**config.mk**
```make
export PLATFORM = sky130hd
export DESIGN_NAME = rotated_sprite_pixel_shader_unit
export DESIGN_NICKNAME = d
export VERILOG_FILES = /design/src/hw/rtl/rsps_pkg.sv /design/src/hw/rtl/rsps_color.sv /design/src/hw/rtl/rotated_sprite_pixel_shader_unit.sv
export SDC_FILE = /design/constraint.sdc
export NUM_CORES = 2
export LEC_CHECK = 0
export BUFFER_PORTS_ARGS = -buffer_cell sky130_fd_sc_hd__clkbuf_2
export CAP_MARGIN = 5
export CORE_ASPECT_RATIO = 1.4
export CORE_MARGIN = 2
export CORE_UTILIZATION = 63
export CTS_CLUSTER_DIAMETER = 100
export CTS_CLUSTER_SIZE = 40
export DETAILED_ROUTE_END_ITERATION = 8
export HOLD_SLACK_MARGIN = 0.08
export PLACE_DENSITY_LB_ADDON = 0.12
export SKIP_LAST_GASP = 1
export SLEW_MARGIN = 5
export SYNTH_ARGS = -nofsm -noshare
export SYNTH_HDL_FRONTEND = slang
export SYNTH_SLANG_ARGS = --single-unit
```
**constraint.sdc**
```tcl
create_clock -name clk -period 7.1 [get_ports clk]
set_input_delay 0 -clock clk [delete_from_list [all_inputs] [get_ports clk]]
set_output_delay 0 -clock clk [all_outputs]
set_load 0.05 [all_outputs]
```
**src/hw/rtl/rsps_pkg.sv**
```systemverilog
// shared types, constants and register codes for the rotated sprite pixel shader
package rsps_pkg;

  localparam int unsigned SCREEN_W = 1280;
  localparam int unsigned SCREEN_H = 1024;

  localparam int unsigned PIX_W    = 11;
  localparam int unsigned LEFT_W   = 12;
  localparam int unsigned TOP_W    = 11;
  localparam int unsigned TRIG_W   = 16;
  localparam int unsigned STYLE_W  = 3;
  localparam int unsigned COLOR_W  = 24;
  localparam int unsigned OFS_W    = 7;   // window offset -46..45
  localparam int unsigned DIFF_W   = 14;  // full pixel minus centre range
  localparam int unsigned PROD_W   = OFS_W + TRIG_W;
  localparam int unsigned SUM_W    = PROD_W + 1;
  localparam int unsigned FRAC_W   = 14;
  localparam int unsigned IDX_W    = 6;
  localparam int unsigned ADDR_W   = 5;
  localparam int unsigned DATA_W   = 32;

  localparam int signed HALF_SPRITE = 32;
  localparam int signed WINDOW_HALF = 46;
  localparam int signed CENTRE_BIAS = 532480;  // 32.5 in Q.14
  localparam int signed IDX_LIMIT   = 64 << FRAC_W;
  localparam int signed NEG_LIMIT   = -(1 << FRAC_W);

  // register indexes
  localparam logic [2:0] REG_LEFT  = 3'd0;
  localparam logic [2:0] REG_TOP   = 3'd1;
  localparam logic [2:0] REG_COS   = 3'd2;
  localparam logic [2:0] REG_SIN   = 3'd3;
  localparam logic [2:0] REG_STYLE = 3'd4;

  // pattern codes
  localparam logic [2:0] STYLE_SMILEY  = 3'd0;
  localparam logic [2:0] STYLE_CHEST   = 3'd1;
  localparam logic [2:0] STYLE_TARGET  = 3'd2;
  localparam logic [2:0] STYLE_DIAMOND = 3'd3;
  localparam logic [2:0] STYLE_STONE   = 3'd4;
  localparam logic [2:0] STYLE_RAINBOW = 3'd5;

  localparam logic [COLOR_W-1:0] C_BLACK   = 24'h000000;
  localparam logic [COLOR_W-1:0] C_WHITE   = 24'hFFFFFF;
  localparam logic [COLOR_W-1:0] C_BLUE_SM = 24'h0088FF;
  localparam logic [COLOR_W-1:0] C_SILVER  = 24'hC0C0C0;
  localparam logic [COLOR_W-1:0] C_BROWN   = 24'h8B4513;
  localparam logic [COLOR_W-1:0] C_MAGENTA = 24'hFF00FF;
  localparam logic [COLOR_W-1:0] C_CYAN    = 24'h00FFFF;
  localparam logic [COLOR_W-1:0] C_GRAY    = 24'h888888;
  localparam logic [COLOR_W-1:0] C_RED     = 24'hFF0000;
  localparam logic [COLOR_W-1:0] C_ORANGE  = 24'hFF8800;
  localparam logic [COLOR_W-1:0] C_YELLOW  = 24'hFFFF00;
  localparam logic [COLOR_W-1:0] C_GREEN   = 24'h00FF00;
  localparam logic [COLOR_W-1:0] C_BLUE    = 24'h0000FF;
  localparam logic [COLOR_W-1:0] C_PURPLE  = 24'h8800FF;

  typedef struct packed {
    logic [PIX_W-1:0] pixel_x;
    logic [PIX_W-1:0] pixel_y;
  } pix_t;

  typedef struct packed {
    logic               write_pixel;
    logic [COLOR_W-1:0] pixel_color;
  } shade_t;

endpackage

```
**src/hw/rtl/rsps_color.sv**
```systemverilog
// procedural pattern lookup: sprite texel coordinate to 24-bit color
module rsps_color (
  input  logic [2:0]                    style,
  input  logic [rsps_pkg::IDX_W-1:0]    rx,
  input  logic [rsps_pkg::IDX_W-1:0]    ry,
  output logic [rsps_pkg::COLOR_W-1:0]  color
);

  logic       rim;
  logic [7:0] sx, sy;
  logic [7:0] ax, ay, d1, d2, t1, t2, t3;
  logic [6:0] dsum;
  logic [12:0] dprod;

  assign sx = {2'b00, rx};
  assign sy = {2'b00, ry};
  assign rim = (sx < 8'd4) || (sx > 8'd59) || (sy < 8'd4) || (sy > 8'd59);

  always_comb begin
    ax = (sx >= 8'd32) ? sx - 8'd32 : 8'd32 - sx;
    ay = (sy >= 8'd32) ? sy - 8'd32 : 8'd32 - sy;
    dsum = 7'(ax + ay);
    // d/6 by reciprocal, exact for d up to 64
    dprod = 13'(dsum) * 13'd43;
    t1 = (sx >= sy) ? sx - sy : sy - sx;
    d1 = t1;
    t2 = sx + sy;
    t3 = (t2 >= 8'd63) ? t2 - 8'd63 : 8'd63 - t2;
    d2 = t3;
  end

  always_comb begin
    color = rsps_pkg::C_BLACK;
    case (style)
      rsps_pkg::STYLE_SMILEY: begin
        if (rim) color = rsps_pkg::C_BLACK;
        else if (sx >= 8'd16 && sx <= 8'd24 && sy >= 8'd16 && sy <= 8'd28)
          color = rsps_pkg::C_BLACK;
        else if (sx >= 8'd39 && sx <= 8'd47 && sy >= 8'd16 && sy <= 8'd28)
          color = rsps_pkg::C_BLACK;
        else if (sx >= 8'd16 && sx <= 8'd47 && sy >= 8'd44 && sy <= 8'd48)
          color = rsps_pkg::C_BLACK;
        else if ((sx >= 8'd16 && sx <= 8'd20 && sy >= 8'd36 && sy <= 8'd44) ||
                 (sx >= 8'd43 && sx <= 8'd47 && sy >= 8'd36 && sy <= 8'd44))
          color = rsps_pkg::C_BLACK;
        else color = rsps_pkg::C_BLUE_SM;
      end
      rsps_pkg::STYLE_CHEST: begin
        if (rim) color = rsps_pkg::C_BLACK;
        else if (sy >= 8'd28 && sy <= 8'd32) color = rsps_pkg::C_BLACK;
        else if (sx >= 8'd24 && sx <= 8'd40 && sy >= 8'd20 && sy <= 8'd40) begin
          if (sx >= 8'd30 && sx <= 8'd34 && sy >= 8'd28 && sy <= 8'd36)
            color = rsps_pkg::C_BLACK;
          else color = rsps_pkg::C_SILVER;
        end
        else color = rsps_pkg::C_BROWN;
      end
      rsps_pkg::STYLE_TARGET: begin
        if (rim) color = rsps_pkg::C_BLACK;
        else if (sx < 8'd12 || sx > 8'd51 || sy < 8'd12 || sy > 8'd51)
          color = rsps_pkg::C_WHITE;
        else if (sx < 8'd20 || sx > 8'd43 || sy < 8'd20 || sy > 8'd43)
          color = rsps_pkg::C_RED;
        else if (sx < 8'd28 || sx > 8'd35 || sy < 8'd28 || sy > 8'd35)
          color = rsps_pkg::C_WHITE;
        else color = rsps_pkg::C_RED;
      end
      rsps_pkg::STYLE_DIAMOND: begin
        if (rim) color = rsps_pkg::C_BLACK;
        else if (!dprod[8]) color = rsps_pkg::C_MAGENTA;
        else color = rsps_pkg::C_CYAN;
      end
      rsps_pkg::STYLE_STONE: begin
        if (rim) color = rsps_pkg::C_BLACK;
        else if (d1 < 8'd3 && sx > 8'd20) color = rsps_pkg::C_BLACK;
        else if (d2 < 8'd2 && sy < 8'd40) color = rsps_pkg::C_BLACK;
        else if (sx >= 8'd28 && sx <= 8'd32 && sy >= 8'd32) color = rsps_pkg::C_BLACK;
        else color = rsps_pkg::C_GRAY;
      end
      rsps_pkg::STYLE_RAINBOW: begin
        if (rim) color = rsps_pkg::C_BLACK;
        else if (sy < 8'd14) color = rsps_pkg::C_RED;
        else if (sy < 8'd24) color = rsps_pkg::C_ORANGE;
        else if (sy < 8'd34) color = rsps_pkg::C_YELLOW;
        else if (sy < 8'd44) color = rsps_pkg::C_GREEN;
        else if (sy < 8'd54) color = rsps_pkg::C_BLUE;
        else color = rsps_pkg::C_PURPLE;
      end
      default: color = rsps_pkg::C_BLACK;
    endcase
  end

endmodule

```
**src/hw/rtl/rotated_sprite_pixel_shader_unit.sv**
```systemverilog
// top level: register file and four-stage shading pipeline
// Takes one pixel coordinate per clock unless pix_stall is high, and returns one result per
// pixel, in order: write_pixel says whether the rotated 64x64 sprite covers the pixel and
// pixel_color gives its color (0 when not covered). Throughput is one pixel per clock while
// the result side does not stall; each result passes through the four register stages of
// window check, rotation multipliers, offset/index stage and pattern lookup. A stall on the
// result side freezes only the stages that are full, so bubbles are squeezed out.
// Registers sit at byte addresses 0 (left), 4 (top), 8 (cos), 12 (sin), 16 (style);
// write them only while no pixel is in flight.
module rotated_sprite_pixel_shader_unit (
  input  logic                          clk,
  input  logic                          rst,
  input  logic                          psel,
  input  logic                          penable,
  input  logic                          pwrite,
  input  logic [rsps_pkg::ADDR_W-1:0]   paddr,
  input  logic [rsps_pkg::DATA_W-1:0]   pwdata,
  output logic [rsps_pkg::DATA_W-1:0]   prdata,
  output logic                          pready,
  input  logic                          pix_valid,
  output logic                          pix_stall,
  input  rsps_pkg::pix_t                pix,
  output logic                          shade_valid,
  input  logic                          shade_stall,
  output rsps_pkg::shade_t              shade
);

  // configuration
  logic signed [rsps_pkg::LEFT_W-1:0] sprite_left;
  logic signed [rsps_pkg::TOP_W-1:0]  sprite_top;
  logic signed [rsps_pkg::TRIG_W-1:0] cos_angle;
  logic signed [rsps_pkg::TRIG_W-1:0] sin_angle;
  logic        [rsps_pkg::STYLE_W-1:0] sprite_style;
  logic        cfg_wr;
  logic [2:0]  cfg_idx;

  assign pready  = 1'b1;
  assign cfg_wr  = psel && penable && pwrite;
  assign cfg_idx = paddr[4:2];

  always_ff @(posedge clk) begin
    if (rst) begin
      sprite_left  <= '0;
      sprite_top   <= '0;
      cos_angle    <= 16'sd16384;
      sin_angle    <= '0;
      sprite_style <= '0;
    end else if (cfg_wr) begin
      case (cfg_idx)
        rsps_pkg::REG_LEFT:  sprite_left  <= pwdata[rsps_pkg::LEFT_W-1:0];
        rsps_pkg::REG_TOP:   sprite_top   <= pwdata[rsps_pkg::TOP_W-1:0];
        rsps_pkg::REG_COS:   cos_angle    <= pwdata[rsps_pkg::TRIG_W-1:0];
        rsps_pkg::REG_SIN:   sin_angle    <= pwdata[rsps_pkg::TRIG_W-1:0];
        rsps_pkg::REG_STYLE: sprite_style <= pwdata[rsps_pkg::STYLE_W-1:0];
        default: ;
      endcase
    end
  end

  always_comb begin
    case (cfg_idx)
      rsps_pkg::REG_LEFT:  prdata = {20'b0, sprite_left};
      rsps_pkg::REG_TOP:   prdata = {21'b0, sprite_top};
      rsps_pkg::REG_COS:   prdata = {16'b0, cos_angle};
      rsps_pkg::REG_SIN:   prdata = {16'b0, sin_angle};
      rsps_pkg::REG_STYLE: prdata = {29'b0, sprite_style};
      default:             prdata = '0;
    endcase
  end

  // stage enables: a stage moves when it is empty or its successor moves
  logic en1, en2, en3, en4;
  logic v1, v2, v3;

  assign en4 = !shade_valid || !shade_stall;
  assign en3 = !v3 || en4;
  assign en2 = !v2 || en3;
  assign en1 = !v1 || en2;
  assign pix_stall = !en1;

  // stage 1: offsets from the centre and window / screen check
  logic signed [rsps_pkg::DIFF_W-1:0] dx0, dy0;
  logic ok0;
  logic ok1;
  logic signed [rsps_pkg::OFS_W-1:0] dx1, dy1;

  always_comb begin
    dx0 = $signed({3'b000, pix.pixel_x}) - (rsps_pkg::DIFF_W'(sprite_left)
          + rsps_pkg::DIFF_W'(rsps_pkg::HALF_SPRITE));
    dy0 = $signed({3'b000, pix.pixel_y}) - (rsps_pkg::DIFF_W'(sprite_top)
          + rsps_pkg::DIFF_W'(rsps_pkg::HALF_SPRITE));
    ok0 = ({1'b0, pix.pixel_x} < 12'(rsps_pkg::SCREEN_W))
       && ({1'b0, pix.pixel_y} < 12'(rsps_pkg::SCREEN_H))
       && (dx0 >= -rsps_pkg::DIFF_W'(rsps_pkg::WINDOW_HALF))
       && (dx0 <   rsps_pkg::DIFF_W'(rsps_pkg::WINDOW_HALF))
       && (dy0 >= -rsps_pkg::DIFF_W'(rsps_pkg::WINDOW_HALF))
       && (dy0 <   rsps_pkg::DIFF_W'(rsps_pkg::WINDOW_HALF));
  end

  always_ff @(posedge clk) begin
    if (rst) v1 <= 1'b0;
    else if (en1) v1 <= pix_valid;
  end

  always_ff @(posedge clk) begin
    if (en1) begin
      ok1 <= ok0;
      dx1 <= dx0[rsps_pkg::OFS_W-1:0];
      dy1 <= dy0[rsps_pkg::OFS_W-1:0];
    end
  end

  // stage 2: rotation products
  logic ok2;
  logic signed [rsps_pkg::PROD_W-1:0] pxc, pys, pyc, pxs;

  always_ff @(posedge clk) begin
    if (rst) v2 <= 1'b0;
    else if (en2) v2 <= v1;
  end

  always_ff @(posedge clk) begin
    if (en2) begin
      ok2 <= ok1;
      pxc <= rsps_pkg::PROD_W'(dx1) * rsps_pkg::PROD_W'(cos_angle);
      pys <= rsps_pkg::PROD_W'(dy1) * rsps_pkg::PROD_W'(sin_angle);
      pyc <= rsps_pkg::PROD_W'(dy1) * rsps_pkg::PROD_W'(cos_angle);
      pxs <= rsps_pkg::PROD_W'(dx1) * rsps_pkg::PROD_W'(sin_angle);
    end
  end

  // stage 3: bias, truncate toward zero, range check
  logic signed [rsps_pkg::SUM_W-1:0] su, sv;
  logic okx, oky;
  logic ok3;
  logic [rsps_pkg::IDX_W-1:0] rx3, ry3;

  always_comb begin
    su = rsps_pkg::SUM_W'(pxc) + rsps_pkg::SUM_W'(pys)
       + rsps_pkg::SUM_W'(rsps_pkg::CENTRE_BIAS);
    sv = rsps_pkg::SUM_W'(pyc) - rsps_pkg::SUM_W'(pxs)
       + rsps_pkg::SUM_W'(rsps_pkg::CENTRE_BIAS);
    okx = (su > rsps_pkg::SUM_W'(rsps_pkg::NEG_LIMIT))
       && (su < rsps_pkg::SUM_W'(rsps_pkg::IDX_LIMIT));
    oky = (sv > rsps_pkg::SUM_W'(rsps_pkg::NEG_LIMIT))
       && (sv < rsps_pkg::SUM_W'(rsps_pkg::IDX_LIMIT));
  end

  always_ff @(posedge clk) begin
    if (rst) v3 <= 1'b0;
    else if (en3) v3 <= v2;
  end

  always_ff @(posedge clk) begin
    if (en3) begin
      ok3 <= ok2 && okx && oky;
      // a sum in (-1,0) truncates to index zero
      rx3 <= su[rsps_pkg::SUM_W-1] ? '0
             : su[rsps_pkg::FRAC_W +: rsps_pkg::IDX_W];
      ry3 <= sv[rsps_pkg::SUM_W-1] ? '0
             : sv[rsps_pkg::FRAC_W +: rsps_pkg::IDX_W];
    end
  end

  // stage 4: pattern lookup into the result register
  logic [rsps_pkg::COLOR_W-1:0] color;

  rsps_color u_color (
    .style (sprite_style),
    .rx    (rx3),
    .ry    (ry3),
    .color (color)
  );

  always_ff @(posedge clk) begin
    if (rst) shade_valid <= 1'b0;
    else if (en4) shade_valid <= v3;
  end

  always_ff @(posedge clk) begin
    if (en4) begin
      shade.write_pixel <= ok3;
      shade.pixel_color <= ok3 ? color : '0;
    end
  end

  // input is held back only when every stage is occupied
  a_full_when_stalled: assert property (@(posedge clk) disable iff (rst)
    pix_stall |-> (v1 && v2 && v3 && shade_valid))
    else $error("input stalled with a bubble in the pipeline");

  a_color_zero: assert property (@(posedge clk) disable iff (rst)
    (shade_valid && !shade.write_pixel) |-> (shade.pixel_color == '0))
    else $error("uncovered pixel carries a color");

  a_result_holds: assert property (@(posedge clk) disable iff (rst)
    (v3 && shade_valid && shade_stall) |=> v3)
    else $error("stage 3 item lost under stall");

endmodule
```
# Yosys cells after proc, flatten, opt, wreduce, memory -nomap -nowiden
# Index checks and enable logic that the tools add are counted.
# op_classes
addsub	18
mul	5
n_div	0
n_lt_le_gt_ge	62
eq_ne	9
shift	0
n_mux	31
bitwise_logic	0
reduce_logical	67
# op_table
operator	count
$mux W24	23
$pmux W24 S6	1
$mul A7 B16 Y23	4
$pmux W16 S5	1
$le A6 B6 Y1 const B	9
$add A24 B21 Y24 const B	2
$gt A24 B15 Y1 const B	2
$gt A6 B6 Y1 const B	8
$lt A24 B22 Y1 const B	2
$ge A6 B5 Y1 const B	7
$logic_and A1 B1 Y1	37
$ge A6 B6 Y1 const B	6
$mux W16	2
$lt A6 B5 Y1 const B	5
$add A23 B23 Y24	1
$lt A6 B6 Y1 const B	4
$sub A23 B23 Y24	1
$lt A11 B11 Y1 const B	2
$le A6 B5 Y1 const B	3
$lt A6 B4 Y1 const B	3
$logic_or A1 B1 Y1	17
$lt A8 B2 Y1 const B	2
$mux W8	2
$ge A14 B7 Y1 const B	1
other kinds (26)	47
# word_totals
ff_bits	208
latch_bits	0
ram_bits	0
mem_bits_ro	0
input_bits	66
elab_cells	214
n_memories	0

# Logic depth before layout (Yosys ltp)
# depth
depth_word	11
ltp_mapped	27

# Modules after synthesis
# Synthesis repeated with hierarchy kept, for this count alone.
# hier_totals
hier_cells	3301
area_unflattened_um2	30276.5
# modules_own_cells
mod	instances	cells_per_inst	area_per_inst_um2	seq_area_each_um2
rotated_sprite_pixel_shader_unit	1	2949	27670.3	5625.4
rsps_color	1	352	2606.2	0.0

# Worst setup path before layout
# No wires, ideal clock.
# synth_timing
kind	reg2reg
startpoint	register ry3[5] (netlist name)
endpoint	register shade[15] (netlist name), data pin
setup_time_ps	264
t_arrival_ps	5734
t_required_ps	6836
path_slack_ps	1102
stages_incl_launch_ff	26
n_path_buf	2
synth_period_minus_slack_ps	5998
path_cell_list	edfxtp_1 > clkbuf_1 > buf_1 > mux2_2 > fa_1 > a21oi_1 > nor2_1 > nor2_1 > xnor2_1 > ha_1 > ha_1 > inv_1 > fa_1 > inv_1 > ha_1 > and3_1 > a31o_2 > a21o_1 > a21o_1 > a21oi_1 > xor3_1 > nand2_1 > nor3_1 > or2_0 > o41a_1 > o21bai_1
# synth_between
elab_chain_cells	10
elab_cells_between_ends	93
cone_classes	add/sub (8); mul (1); order compare (29); mux (28); reduce/logical (27)
# synth_lines
item	line_no	source
start: declaration	rotated_sprite_pixel_shader_unit.sv:136	logic [rsps_pkg::IDX_W-1:0] rx3, ry3;
start signal: assignment	rotated_sprite_pixel_shader_unit.sv:160	ry3 <= sv[rsps_pkg::SUM_W-1] ? '0
parallel branches: the longest is 9 deep, another holds $mul A7 B6 Y9	n/a	
$pmux W24 S6 *	rsps_color.sv:34	case (style)
end: declaration	rotated_sprite_pixel_shader_unit.sv:25	output rsps_pkg::shade_t shade
# Mark *: on every way between the ends.
# A chain may end at the register's enable or synchronous reset.

# Worst setup path after layout
# layout_timing
startpoint	register rx3[4] (netlist name)
endpoint	register shade[15] (netlist name), data pin
# layout_between
elab_chain_cells	11
elab_cells_between_ends	97
cone_classes	add/sub (8); mul (1); order compare (26); mux (24); reduce/logical (38)
# layout_lines
item	line_no	source
start: declaration	rotated_sprite_pixel_shader_unit.sv:136	
start signal: assignment	rotated_sprite_pixel_shader_unit.sv:158	rx3 <= su[rsps_pkg::SUM_W-1] ? '0
parallel branches: the longest is 10 deep, another holds $mul A7 B6 Y9	n/a	
$pmux W24 S6 *	rsps_color.sv:34	
# Marked as above.

==> impl_results.md <==
- Pre-antenna DRT Iters: 6
- Post-synth cell types: ~90
- Xor-xnor portion of the synthesized cell area: 0.0471
- Worst hold start: pix[1]
- Post-synth EDFFs: 137
- Initial antenna violation count: 0
- Largest net degree at the start of global routing: 76
- Sequential fraction of the synthesis area: 0.186
- Io pins: between 100 and 150
- Clk slew on worst S/H paths: 0.08 ns
- Clock buffer depth: 2
- Post-DP HPWL: 62100 um
- Top-count cell post-synth: inv_1
- Full die area: approximately 47000 um^2
- # setup viols final: 0
- Synth Area in Simple Gates: 0.166
- Post-route DRC violation count: 0
- Die Ht: around 260 um
- Maximum VDD drop: between 800 and 900 uV
- Min-Delay Path Depth: 3
- Sw Pwr: roughly 4.5 mW
- Final Skew: approximately 0.014 ns
- Hold EP: dy1[1]
- Critical register-to-register path startpoint: rx3[4]
- Setup_tns: 0 ns
- Grt ovf: 0
- DR vias: 22.2k
- Internal power: just under 5 mW
- H-tree levels: 4
- Worst hold path type: input pin to flop
- Slew headroom: 0.107
- Final Power: about 9.5 mW
- First-pass GRT wire length: about 120000 um
- Post-CTS setup buffers: 0
- Clock power frac: 0.105
- Pwr dens: around 310 nW/um^2
- Core ar.: roughly 45000 um^2
- Root Driver: clkbuf_16
- Fill cell count: 3696
- Post_cts resized: 0
- Initial Utilization: 0.639
- Combinational share of power: 0.714
- DR iter-0 viols: approximately 1.4k
- Synth Register Bits: 199
- Gate Count Post-Synth: between 3k and 4k
- Hold_buf cts: 21
- Wire length per cell: roughly 21 um
- I/O Buffers: 90
- CP arrival: 6.79 ns
- DRT antenna net count: 0
- Synth area leader: fa_1
- Worst-case reg-to-reg path depth: 25
- Asr flop ratio synth: 0
- Final Instance Area: 30500 um^2
- Yosys warning total: 0
- Pleak: between 15 and 20 nW
- Status: complete, no violations
- Max-slew violation count: 0
- Post-synthesis compound-gate area fraction: 0.106
- CP startpoint kind: flop
- Die width: 185 um
- Reg2Reg Capture Point: shade[15]
- CTS buffer count: 17
- Detailed Route WL: 77900 um
- Share of cells above drive strength 1: 0.0712
- Tmin final: 6.58 ns
- Final GP Congestion: between 0.9 and 1
- CTS tree: yes
- Final hold violation count: 0
- GRT Overall Usage: 0.346
- Post-layout nets: just under 4k
- Critical path class: flop to flop
- Ys flop type: edfxtp_1
- Sequential share of power: 0.181
- Main combinational cell family by area after synthesis: adder cells
- Worst-skew pair later-pin latency: 0.48 ns
- Post-Place Cell Area: about 30000 um^2
- R2R setup slack: 0.52 ns
- RSZ-0062 raised after global routing: false
- Number of max-cap violations: 0
- CP required: between 7 and 8 ns
- Crit-path max FO: 9
- Multiplexer area fraction after synthesis: 0.0163
- Clock sinks: about 200
- Via density: just under 6
- Avg Cell Area, Syn: roughly 9.4 um^2
- Final period util: 0.927
- Number of global-route vias before repair: ~24k
- Final Hold Slack: 0.0826 ns
- Switching part of the total: 0.476
- Row count: just over 90
- Layout area overhead: 6.23%
- Netlist Area Pre-Place: between 20000 and 30000 um^2
- Synth area leaders: fa_1 24%, ha_1 16%, edfxtp_1 14%
- Top cell type's share of synthesized area: 0.245
- Worst-margin pin slew: ~1.3 ns
- Max Clk Rate: about 0.15 GHz
- Most frequent cells after synthesis: 417 x inv_1, 363 x ha_1, 351 x fa_1
- Endpoint class of the critical path: flop
- Synth Area in Adders: 0.403
state kept, by name, summed over array words and instances (netlist names), 3 cells and up:
register and cells:
shade 16, ry3 6, pxc 23, pxs 23, pys 23, pyc 23, cos_angle 16, sprite_left 12
rx3 6, dx1 7, sprite_style 3, sin_angle 16, dy1 7, sprite_top 11
layout by cell type (no fill, tap or decap), types with 21 or more instances in the layout:
master         Yosys  final
o21ai_0           69     69
and2_1           254    254
o21bai_1          22     22
nor2_1           136    136
a21oi_1          158    158
nor2b_1           23     23
clkbuf_2           1     90
inv_1            417    417
mux2i_1           22     22
nand2_1          300    299
buf_4             26     47
xor2_1            32     32
edfxtp_1         137    137
xnor2_1          116    116
dfxtp_1           62     62
ha_1             363    363
nor3_1            37     37
dlygate4sd3_1      0     21
nand3_1           45     45
fa_1             351    351
nand2b_1          73     73
a21o_1            36     36
logic make-up (layout without fill, tap and decap cells):
| logic type | count (synthesis) | in the layout |
|---|---|---|
| buffers and inverters | 555 | 607 |
| AO/OA/AOI/OAI | 462 | 462 |
| adder cells (fa/ha/maj) | 714 | 714 |
| multiplexers | 36 | 36 |
| XOR/XNOR | 151 | 151 |
| flip-flops | 199 | 199 |
| AND/OR/NAND/NOR | 944 | 944 |
| other | 2 | 18 |
critical path, stage by stage, from the launching register on:
cell,delay [ns]
edfxtp_1,0.53
inv_1,0.19
ha_1,0.26
and3_1,0.20
o21ai_0,0.42
ha_1,0.33
a21o_1,0.17
a21oi_2,0.19
xnor2_1,0.25
ha_1,0.31
ha_1,0.27
inv_1,0.05
fa_1,0.52
inv_1,0.04
ha_1,0.27
and3_1,0.16
a31o_2,0.24
a21o_1,0.17
a21o_1,0.17
a21oi_1,0.19
xor3_1,0.32
nand2_1,0.14
nor3_1,0.07
or2_0,0.22
o41a_1,0.44
o21bai_1,0.18
stage by stage:
| stage | setup WS [ns] | instances | utilization |
|---|---|---|---|
| 4_1_cts | 0.500 | 3741 | 0.678 |
| 2_1_floorplan | 1.10 | 3078 | - |
| 6_report | 0.518 | 3742 | 0.678 |
| 5_1_grt | 0.0528 | 3741 | 0.678 |
| 3_3_place_gp | 0.645 | 3688 | 0.661 |
| 3_5_place_dp | 0.505 | 3688 | 0.661 |
power groups by stage:
stage,combinational (mW),sequential [mW],clock (mW)
finish,6.77,1.71,0.995
global route,7.83,1.72,1.04
CTS,6.81,1.71,1.00
detailed placement,6.77,1.74,0
global placement,6.59,1.73,0
floorplan,5.32,1.59,0
worst max path at each step:
stage                 from   endpoint  slack (ns)  cells after the start
CTS                 rx3[4]  shade[15]        0.50                     25
global route        rx3[4]  shade[15]        0.05                     25
floorplan           ry3[5]  shade[15]        1.10                     25
finish              rx3[4]  shade[15]        0.52                     25
global placement    rx3[4]  shade[15]        0.64                     25
detailed placement  rx3[4]  shade[15]        0.50                     25
area by class of cell:
cell class,count,area [um^2],area share
repair buffers,158,1010,0.0332
multi-input cells,2324,21300,0.697
inverters,417,1570,0.0513
clock inverters,14,111,0.00365
flip-flops and latches,199,5360,0.175
clock buffers,18,450,0.0148
diodes,1,2.50,0.0000820
well taps,611,764,0.0250
routing by layer:
| metal | vias up | global-route usage | routed length [um] |
|---|---|---|---|
| met5 | - | 0 | 0 |
| met4 | 0 | 0.252 | 6230 |
| met3 | 267 | 0.0443 | 3860 |
| met2 | 818 | 0.610 | 39600 |
| met1 | 11000 | 0.378 | 28200 |
| li1 | 10200 | - | - |
No activity file was read; power rests on OpenSTA's default activity.
